### src/design/assert_macros.svh
// assertion helpers used by the queue core rtl
`ifndef ASSERT_MACROS_SVH
`define ASSERT_MACROS_SVH

// antecedent implies consequent in the same cycle
`define DEQ_ASSERT_SAME(label, ante, cons, msg) \
  label: assert property (@(posedge clk) disable iff (rst) (ante) |-> (cons)) else $error(msg);

// antecedent implies consequent in the next cycle
`define DEQ_ASSERT_NEXT(label, ante, cons, msg) \
  label: assert property (@(posedge clk) disable iff (rst) (ante) |=> (cons)) else $error(msg);

`endif

### src/design/deq_pkg.sv
// ----------------------------------------------------------------------------
// deq_pkg
// shared types and codes for the double-ended queue
// ----------------------------------------------------------------------------
`timescale 1ns / 1ps
`default_nettype none

package deq_pkg;

  // default ring size
  localparam int unsigned DEPTH_DEFAULT = 8;

  // request codes
  localparam logic [1:0] REQ_PUSH_FRONT = 2'd0;
  localparam logic [1:0] REQ_PUSH_BACK  = 2'd1;
  localparam logic [1:0] REQ_POP_FRONT  = 2'd2;
  localparam logic [1:0] REQ_POP_BACK   = 2'd3;

  // status codes
  localparam logic [1:0] ST_DONE  = 2'd0;
  localparam logic [1:0] ST_FULL  = 2'd1;
  localparam logic [1:0] ST_EMPTY = 2'd2;

  // request beat
  typedef struct packed {
    logic [1:0]         req_type;
    logic signed [31:0] push_value;
  } req_t;

  // response beat
  typedef struct packed {
    logic signed [31:0] pop_value;
    logic [1:0]         status;
    logic [3:0]         occupancy;
  } rsp_t;

  // controller states
  typedef enum logic {
    S_IDLE,
    S_LOAD
  } state_t;

  // controller to datapath commands
  typedef struct packed {
    logic accept;  // request taken this cycle
    logic load;    // capture the response register
  } cmd_t;

endpackage

`default_nettype wire

### src/design/deq_ctrl.sv
// ----------------------------------------------------------------------------
// deq_ctrl
// sequencer for request intake, response load and output handshake
// ----------------------------------------------------------------------------
`timescale 1ns / 1ps
`default_nettype none

module deq_ctrl (
  input  wire logic          clk,
  input  wire logic          rst,
  input  wire logic          req_valid,
  output logic               req_stall,
  output logic               rsp_valid,
  input  wire logic          rsp_stall,
  output deq_pkg::cmd_t      cmd
);

  deq_pkg::state_t state;
  deq_pkg::state_t state_next;
  logic            out_full;
  logic            out_full_next;
  logic            take;

  // intake is open in idle unless a held response stays blocked
  assign take = (state == deq_pkg::S_IDLE) && !(out_full && rsp_stall);

  // next state
  always_comb begin
    state_next = state;
    case (state)
      deq_pkg::S_IDLE: begin
        if (req_valid && take) state_next = deq_pkg::S_LOAD;
      end
      deq_pkg::S_LOAD: begin
        state_next = deq_pkg::S_IDLE;
      end
      default: begin
        state_next = deq_pkg::S_IDLE;
      end
    endcase
  end

  // outputs
  always_comb begin
    req_stall     = !take;
    cmd.accept    = req_valid && take;
    cmd.load      = 1'b0;
    out_full_next = out_full && rsp_stall;
    case (state)
      deq_pkg::S_IDLE: begin
        cmd.load = 1'b0;
      end
      deq_pkg::S_LOAD: begin
        cmd.load      = 1'b1;
        out_full_next = 1'b1;
      end
      default: begin
        cmd.load = 1'b0;
      end
    endcase
  end

  assign rsp_valid = out_full;

  // state registers
  always_ff @(posedge clk) begin
    if (rst) begin
      state    <= deq_pkg::S_IDLE;
      out_full <= 1'b0;
    end else begin
      state    <= state_next;
      out_full <= out_full_next;
    end
  end

endmodule

`default_nettype wire

### src/design/deq_dp.sv
// ----------------------------------------------------------------------------
// deq_dp
// ring store, front and back pointers, entry count and response register
// ----------------------------------------------------------------------------
`timescale 1ns / 1ps
`default_nettype none

module deq_dp #(
  parameter int unsigned DEPTH = deq_pkg::DEPTH_DEFAULT
) (
  input  wire logic          clk,
  input  wire logic          rst,
  input  wire deq_pkg::cmd_t cmd,
  input  wire deq_pkg::req_t req,
  output deq_pkg::rsp_t      rsp
);

  localparam int unsigned IdxW = (DEPTH > 1) ? $clog2(DEPTH) : 1;
  localparam int unsigned CntW = $clog2(DEPTH + 1);
  localparam logic [IdxW-1:0] LastIdx = IdxW'(DEPTH - 1);
  localparam logic [CntW-1:0] FullCnt = CntW'(DEPTH);

  logic [31:0]     mem [DEPTH];
  logic [31:0]     rd_data;

  logic [IdxW-1:0] front;
  logic [IdxW-1:0] back;
  logic [CntW-1:0] count;
  logic [IdxW-1:0] front_next;
  logic [IdxW-1:0] back_next;
  logic [CntW-1:0] count_next;

  logic [IdxW-1:0] front_inc;
  logic [IdxW-1:0] front_dec;
  logic [IdxW-1:0] back_inc;
  logic [IdxW-1:0] back_dec;

  logic            wr_en;
  logic [IdxW-1:0] wr_addr;
  logic            rd_en;
  logic [IdxW-1:0] rd_addr;
  logic [1:0]      status_next;
  logic [1:0]      status;
  logic            pop_ok_next;
  logic            pop_ok;

  // ring steps in both directions
  assign front_inc = (front == LastIdx) ? '0 : front + 1'b1;
  assign front_dec = (front == '0) ? LastIdx : front - 1'b1;
  assign back_inc  = (back == LastIdx) ? '0 : back + 1'b1;
  assign back_dec  = (back == '0) ? LastIdx : back - 1'b1;

  // request decode
  always_comb begin
    front_next  = front;
    back_next   = back;
    count_next  = count;
    wr_en       = 1'b0;
    wr_addr     = back;
    rd_en       = 1'b0;
    rd_addr     = front;
    status_next = deq_pkg::ST_DONE;
    pop_ok_next = 1'b0;
    case (req.req_type)
      deq_pkg::REQ_PUSH_FRONT: begin
        if (count == FullCnt) begin
          status_next = deq_pkg::ST_FULL;
        end else begin
          front_next = front_dec;
          wr_en      = 1'b1;
          wr_addr    = front_dec;
          count_next = count + 1'b1;
        end
      end
      deq_pkg::REQ_PUSH_BACK: begin
        if (count == FullCnt) begin
          status_next = deq_pkg::ST_FULL;
        end else begin
          back_next  = back_inc;
          wr_en      = 1'b1;
          wr_addr    = back;
          count_next = count + 1'b1;
        end
      end
      deq_pkg::REQ_POP_FRONT: begin
        if (count == '0) begin
          status_next = deq_pkg::ST_EMPTY;
        end else begin
          front_next  = front_inc;
          rd_en       = 1'b1;
          rd_addr     = front;
          pop_ok_next = 1'b1;
          count_next  = count - 1'b1;
        end
      end
      deq_pkg::REQ_POP_BACK: begin
        if (count == '0) begin
          status_next = deq_pkg::ST_EMPTY;
        end else begin
          back_next   = back_dec;
          rd_en       = 1'b1;
          rd_addr     = back_dec;
          pop_ok_next = 1'b1;
          count_next  = count - 1'b1;
        end
      end
      default: begin
        status_next = deq_pkg::ST_DONE;
      end
    endcase
  end

  // ring store with registered read
  always_ff @(posedge clk) begin
    if (cmd.accept && wr_en) mem[wr_addr] <= 32'(req.push_value);
    if (cmd.accept && rd_en) rd_data <= mem[rd_addr];
  end

  // pointers and count
  always_ff @(posedge clk) begin
    if (rst) begin
      front  <= '0;
      back   <= '0;
      count  <= '0;
      pop_ok <= 1'b0;
    end else if (cmd.accept) begin
      front  <= front_next;
      back   <= back_next;
      count  <= count_next;
      pop_ok <= pop_ok_next;
    end
  end

  // pending status of the request in flight
  always_ff @(posedge clk) begin
    if (cmd.accept) status <= status_next;
  end

  // response register, occupancy masked to the field width
  always_ff @(posedge clk) begin
    if (cmd.load) begin
      rsp.pop_value <= pop_ok ? $signed(rd_data) : 32'sd0;
      rsp.status    <= status;
      rsp.occupancy <= 4'(count);
    end
  end

endmodule

`default_nettype wire

### src/design/double_ended_queue_core.sv
// ----------------------------------------------------------------------------
// double_ended_queue_core
// double-ended queue in a ring store, push and pop at either end
// ----------------------------------------------------------------------------
//  channel  | valid      | stall      | payload
//  ---------+------------+------------+---------------------------------
//  request  | req_valid  | req_stall  | req: req_type, push_value
//  response | rsp_valid  | rsp_stall  | rsp: pop_value, status, occupancy
//
//  a request is not taken while the last one loads: the accept cycle updates
//  pointers and count and issues the store access, the next cycle loads the
//  response register from the registered store read port.
//  the response register frees intake: a new request is taken while a
//  response waits, unless that response is stalled in the same cycle.
//  reset clears pointers and count; the store needs no clearing pass.
// ----------------------------------------------------------------------------
`timescale 1ns / 1ps
`default_nettype none

`include "assert_macros.svh"

module double_ended_queue_core #(
  parameter int unsigned DEPTH = deq_pkg::DEPTH_DEFAULT
) (
  input  wire logic          clk,
  input  wire logic          rst,
  input  wire logic          req_valid,
  output logic               req_stall,
  input  wire deq_pkg::req_t req,
  output logic               rsp_valid,
  input  wire logic          rsp_stall,
  output deq_pkg::rsp_t      rsp
);

  deq_pkg::cmd_t cmd;

  // sequencer
  deq_ctrl u_ctrl (
    .clk       (clk),
    .rst       (rst),
    .req_valid (req_valid),
    .req_stall (req_stall),
    .rsp_valid (rsp_valid),
    .rsp_stall (rsp_stall),
    .cmd       (cmd)
  );

  // ring datapath
  deq_dp #(
    .DEPTH (DEPTH)
  ) u_dp (
    .clk (clk),
    .rst (rst),
    .cmd (cmd),
    .req (req),
    .rsp (rsp)
  );

  // a request beat never lands on a blocked response
  `DEQ_ASSERT_SAME(a_no_take_on_block, req_valid && !req_stall, !(rsp_valid && rsp_stall), "request taken while response blocked")

  // the response slot is empty while the next response loads
  `DEQ_ASSERT_NEXT(a_slot_free, req_valid && !req_stall, !rsp_valid && req_stall, "response slot busy during load")

  // every accepted request yields a response once its load state has passed
  `DEQ_ASSERT_SAME(a_rsp_follows, req_valid && !req_stall, ##2 rsp_valid, "no response after request")

  // refused requests carry a zero value
  `DEQ_ASSERT_SAME(a_refused_zero, rsp_valid && rsp.status != deq_pkg::ST_DONE, rsp.pop_value == 32'sd0, "refused request with nonzero value")

endmodule

`default_nettype wire

### config.mk
export PLATFORM = sky130hd
export DESIGN_NAME = double_ended_queue_core
export DESIGN_NICKNAME = d
export VERILOG_FILES = /design/src/design/deq_pkg.sv /design/src/design/deq_ctrl.sv /design/src/design/deq_dp.sv /design/src/design/double_ended_queue_core.sv
export VERILOG_INCLUDE_DIRS = /design/src /design/src/design
export SDC_FILE = /design/constraint.sdc
export NUM_CORES = 1
export LEC_CHECK = 0
export BUFFER_PORTS_ARGS = -buffer_cell sky130_fd_sc_hd__buf_2
export CORE_UTILIZATION = 60
export CTS_CLUSTER_SIZE = 16
export DETAILED_ROUTE_END_ITERATION = 8
export GPL_ROUTABILITY_DRIVEN = 0
export MAX_ROUTING_LAYER = met4
export PLACE_DENSITY = 0.85
export SKIP_LAST_GASP = 1
export SYNTH_ARGS = -nofsm -noshare
export SYNTH_HDL_FRONTEND = slang
export SYNTH_SLANG_ARGS = --single-unit
### constraint.sdc
create_clock -name clk -period 5.1 [get_ports clk]
set_input_delay 1.02 -clock clk [delete_from_list [all_inputs] [get_ports clk]]
set_output_delay 1.02 -clock clk [all_outputs]
set_load 0.02 [all_outputs]
Word-level counts from Yosys, hierarchy flattened
Memory sizes are Yosys's and may differ from the RTL's. A register that Yosys moved wholly into a read port is not among the register bits. Cells that the tools add are included.

$add $sub $neg: 6. Multipliers: 0. Divide/modulo/power cells: 0. Order comparisons: 0. Equal/unequal tests: 12. Shift operators: 0. Muxes and demuxes: 30. Bitwise logic cells: 1. Reduce and logical (&&, ||, !) cells: 18.

Operators with widths (count): 2-to-1 mux 3 bit (12); inequality test 2 bit (second input constant) (6); case mux 3 bit (2 select lines) (2); 2-to-1 mux 1 bit (9); 2-to-1 mux 4 bit (2); case mux 4 bit (2 select lines) (1); AND reduction 4 bit (2); adder 3 x 1 -> 3 bit (second input constant) (2); equality test 3 bit (second input constant) (2); zero test 3 bit (2); subtractor 3 x 1 -> 3 bit (second input constant) (2); logical AND 1 bit (5); adder 4 x 1 -> 4 bit (second input constant) (1); equality test 2 bit (second input constant) (2); equality test 4 bit (second input constant) (1); zero test 4 bit (1); case mux 1 bit (2 select lines) (2); case mux 2 bit (2 select lines) (1); nonzero test 2 bit (2); OR reduction 2 bit (2); subtractor 4 x 1 -> 4 bit (second input constant) (1); AND reduction 3 bit (1); equality test 2 x 1 -> 1 bit (second input constant) (1); zero test 1 bit (2); 3 further kinds (3).

Register bits: 53. Latch bits: 0. Bits in writable memories: 256. Bits in read-only memories: 0. Input bits: 38. Output and inout port bits: 40. Logic and storage cells: 78. Memories kept: 1.

Memory list: u_dp.mem (depth 8, width 32, read ports 1, clocked after memory_dff 1, wr ports 1, RTL line deq_dp.sv:23) `logic [31:0] mem [DEPTH];`.

Depth between registers and ports, before layout
Word-level depth: 7. Depth in mapped cells: 11. Depth with buffers taken out: 8.

Modules after synthesis
From an unflattened synthesis, not the netlist that was laid out.

Cell total of the unflattened synthesis: 885. Area total of the unflattened synthesis: 13250.2 um^2.

By module, submodules not included: deq_dp (times used 1, cells an instance 877, area an instance 13166.4 um^2, seq. area each 10069.7 um^2); deq_ctrl (times used 1, cells an instance 8, area an instance 83.8 um^2, seq. area each 40.0 um^2).

Worst setup path after synthesis
Ideal clock, no wire load.

Path type: input-to-reg. Start point: in rsp_stall. End point: reg u_dp.rd_data[0] (read register of u_dp.mem) (enable). Setup time: 0.470 ns. Arrival time: 3.826 ns. Required time: 4.630 ns. Path slack: 0.804 ns. Stages: 3. Path buffers: 0. Cell sequence: a21oi_1 -> nand2_1 -> nor3b_1.

Word-level cells in the longest chain between the ends: 5.

RTL lines: start, declared (RTL line double_ended_queue_core.sv:31) `input wire logic rsp_stall,`; logical AND 1 bit (RTL line deq_ctrl.sv:25) `assign take = (state == deq_pkg::S_IDLE) && !(out_full && rsp_stall);`; zero test 1 bit (RTL line deq_ctrl.sv:25); logical AND 1 bit (RTL line deq_ctrl.sv:25); logical AND 1 bit (RTL line deq_ctrl.sv:46) `cmd.accept = req_valid && take;`; logical AND 1 bit (RTL line deq_dp.sv:116) `if (cmd.accept && rd_en) rd_data <= mem[rd_addr];`; end, declared (RTL line deq_dp.sv:24) `logic [31:0] rd_data;`.

No other way between the ends. A chain may end at the register's enable or synchronous reset.

Worst setup path in the final report
Start point: in req[33] in the netlist's numbering. End point: reg u_dp.rd_data[24] (read register of u_dp.mem), data pin.

Word-level cells in the longest chain between the ends: 4. Elaborated cells on any way between the ends: 6. Those cells by class: eq/ne: 2; mux: 2; reduce/logical: 2.

RTL lines: start, declared (RTL line double_ended_queue_core.sv:29) `input wire deq_pkg::req_t req,`; equality test 2 bit (RTL line deq_dp.sv:64) `case (req.req_type)`; OR reduction 2 bit (no source line); 2-to-1 mux 1 bit; logical AND 1 bit (RTL line deq_dp.sv:116).

Several ways; a longest one is shown, not always the timed one.

==> run summary <==
Outcome -> finished clean
Async S/R FF share, synth -> 0
Post-CTS setup buffer count -> 0
Cell variety after synth -> 42
Antenna violations before repair -> 1
Power density over the cells -> 436 mW/mm^2
Max Buffers Root-to-Sink -> 3
CTS resizes -> 0
Synthesized area -> 0.0132 sq mm
Fillers -> 1272
# setup viols final -> 0
Core Rows -> 53
Crit Path Max Fanout -> 72
Tightest Pin Transition -> 1240 ps
Die X -> 150 um
Largest net degree at the start of global routing -> 73
Antenna viol nets, final -> 0
Clk_lat worst skew -> 510 ps
Worst Path Arrival -> 3670 ps
Crit path to -> u_dp.rd_data[24]$_DFFE_PP_
Area contributors post-synth -> edfxtp_1 75%, nand2_1 5.8%, mux2i_1 3.0%
Worst vdd ir -> 0.000348 V
CTS tree -> yes
Cell accounting for the most synthesized area -> edfxtp_1
Pre-CTS WS -> 1210 ps
Slowest CP cell -> mux2_4
Fmax -> 292 MHz
Post-synthesis area per instance -> 14.8 sq um
HPWL Detailed -> 14.5 mm
Core box area -> 0.0213 sq mm
Area Growth Syn to Fin -> 14.8%
Port Buffers -> 77
Placed Cells -> 1214
CTS buffer count -> 34
R2R Path End -> u_dp.mem[2][14]$_DFFE_PP_
Ys Warns -> 0
Fin area -> 0.0151 sq mm
Crit. Startpoint -> req[33]
Min cycle time layout -> 3420 ps
Pre-antenna DRT Iters -> 5
Top-count cell post-synth -> edfxtp_1
Critical Path Max Stage Delay -> 850 ps
DR iter-0 viols -> 774
I/O pin count -> 78
Skew final -> 17.9 ps
DRC Markers -> 0
Max Cap Violations -> 0
Flop2flop setup slack -> 1920 ps
Yosys reg bits -> 341
Global-route usage over all layers -> 0.263
Post-synth EDFFs -> 328
CP Cell Sequence -> buf_2, nand2_1, nor2_4, mux2_4, buf_12, mux2i_1, a32oi_1, and3_1
Worst r2r path cells -> 7
Crit. End Element -> flip-flop
Pleak -> 5.22 nW
Setup CP Type -> primary input to flip-flop
Worst setup margin -> 1680 ps
Setup_tns -> 0 ps
Synth top area share -> 0.749
Area post-placement -> 0.0139 sq mm
RR Startpoint -> u_dp.count[0]$_SDFFE_PP0P_
RSZ-0062 raised after global routing -> false
Max-slew violation count -> 0
GR Overflow Total -> 0
Area of the multi-input gates -> 0.00292 sq mm
Starting Density -> 0.618
Number of global-route vias before repair -> 7733
Register area -> 0.0101 sq mm
Worst slew margin -> 0.171
Critical Path RT -> 5350 ps
CTS H-tree lvls -> 2
Post-Route WL -> 27.5 mm
Hold_buf cts -> 0
DR vias/cell -> 6.02
Post-route insts no fill -> 1278
Ys flop type -> edfxtp_1
Nets -> 1024
Post-Synthesis Net Count -> 937
First-pass GRT wire length -> 42.4 mm
Tcrit/Tclk final -> 0.671
Clock slew at reported path FFs -> 60 ps
Worst setup SP type -> primary input
DR vias -> 7694
# clock sinks -> 341
Syn Inst Count -> 888
CTS root buffer -> clkbuf_16
WL/cell -> 21.5 um
Die Height -> 150 um
Top cells by count, synth -> 328 x edfxtp_1, 203 x nand2_1, 67 x nand3_1, 39 x mux2i_1, 33 x and2_1
Layout cell share with drive strength beyond 1 -> 0.171
Worst Hold Class -> flip-flop to flip-flop
Seq/Total Area, Yosys -> 0.768
Final hold viol count -> 0
Die area -> 0.0225 sq mm
-- layer usage --
layer,GRT usage,up-vias,share of wire
li1,-,3459,-
met1,0.336,3764,0.39
met2,0.420,403,0.49
met3,0.0506,68,0.087
met4,0.105,0,0.028
met5,-,-,0
-- logic make-up after synthesis --
| kind of cell | after synthesis | share of synthesized area |
|---|---|---|
| compound gates | 62 | 0.0357 |
| xor+xnor | 4 | 0.00266 |
| fa+ha+maj | 11 | 0.0110 |
| buf+inv | 52 | 0.0182 |
| flops | 341 | 0.768 |
| mux | 42 | 0.0327 |
| simple gates | 376 | 0.132 |
-- state kept, by name, indices dropped and copies added (netlist names) --
name	count
u_ctrl.state	1
u_dp.rd_data	32
u_dp.status	2
u_dp.count	4
u_ctrl.rsp_valid	1
u_dp.front	3
u_dp.back	3
u_dp.rsp	38
u_dp.mem	256
u_dp.pop_ok	1
-- worst min-delay path by stage --
stage	start	to	slack (ps)	cells past startpoint
after global routing	u_dp.status[0]$_SDFFCE_PN0P_	u_dp.rsp[4]$_DFFE_PP_	440	0
after floorplan	u_dp.status[0]$_SDFFCE_PN0P_	u_dp.rsp[4]$_DFFE_PP_	400	0
after global placement	u_dp.status[0]$_SDFFCE_PN0P_	u_dp.rsp[4]$_DFFE_PP_	400	0
after CTS	u_dp.status[0]$_SDFFCE_PN0P_	u_dp.rsp[4]$_DFFE_PP_	420	0
final	u_dp.status[0]$_SDFFCE_PN0P_	u_dp.rsp[4]$_DFFE_PP_	420	0
after detailed placement	u_dp.status[0]$_SDFFCE_PN0P_	u_dp.rsp[4]$_DFFE_PP_	400	0
-- layout by cell type, fill, tap and decap left out, types with 17 or more instances in the layout --
cell / n
nand3_1: 67
buf_4: 17
mux2i_1: 39
and2_1: 33
buf_2: 77
a32oi_1: 31
clkbuf_16: 35
and3_1: 31
nand2_1: 203
edfxtp_1: 328
-- area by class of cell --
class | instances | area share
sequential | 341 | 0.669
inverter | 8 | 0.00199
multi-input combinational | 495 | 0.193
clock inverter | 22 | 0.0181
timing repair buffer | 95 | 0.0353
clock buffer | 39 | 0.0590
tap | 275 | 0.0228
antenna | 3 | 0.000497
-- where the power goes --
group | switching, W | leakage [nW] | total, W | internal, W
Clock | 0.00103 | 0.572 | 0.00259 | 0.00157
Combinational | 0.000492 | 1.56 | 0.000737 | 0.000245
Sequential | 0.0000561 | 3.09 | 0.00325 | 0.00320
Total | 0.00157 | 5.22 | 0.00658 | 0.00501
-- critical path, delay by kind of cell --
family                 cells  cell delay (ps)
muxes                      2             1090
AOI/OAI and AO/OA          1              100
buffers and inverters      2              660
and+or+nand+nor            3              730
-- per-stage QoR --
stage | hold WS, ps | power, W | utilization
after floorplan | 400 | 0.00380 | -
after global placement | 403 | 0.00400 | 0.655
after detailed placement | 405 | 0.00403 | 0.655
after CTS | 419 | 0.00659 | 0.709
after global routing | 444 | 0.00678 | 0.709
final | 418 | 0.00658 | 0.710
(Power assumes the default switching activity.)
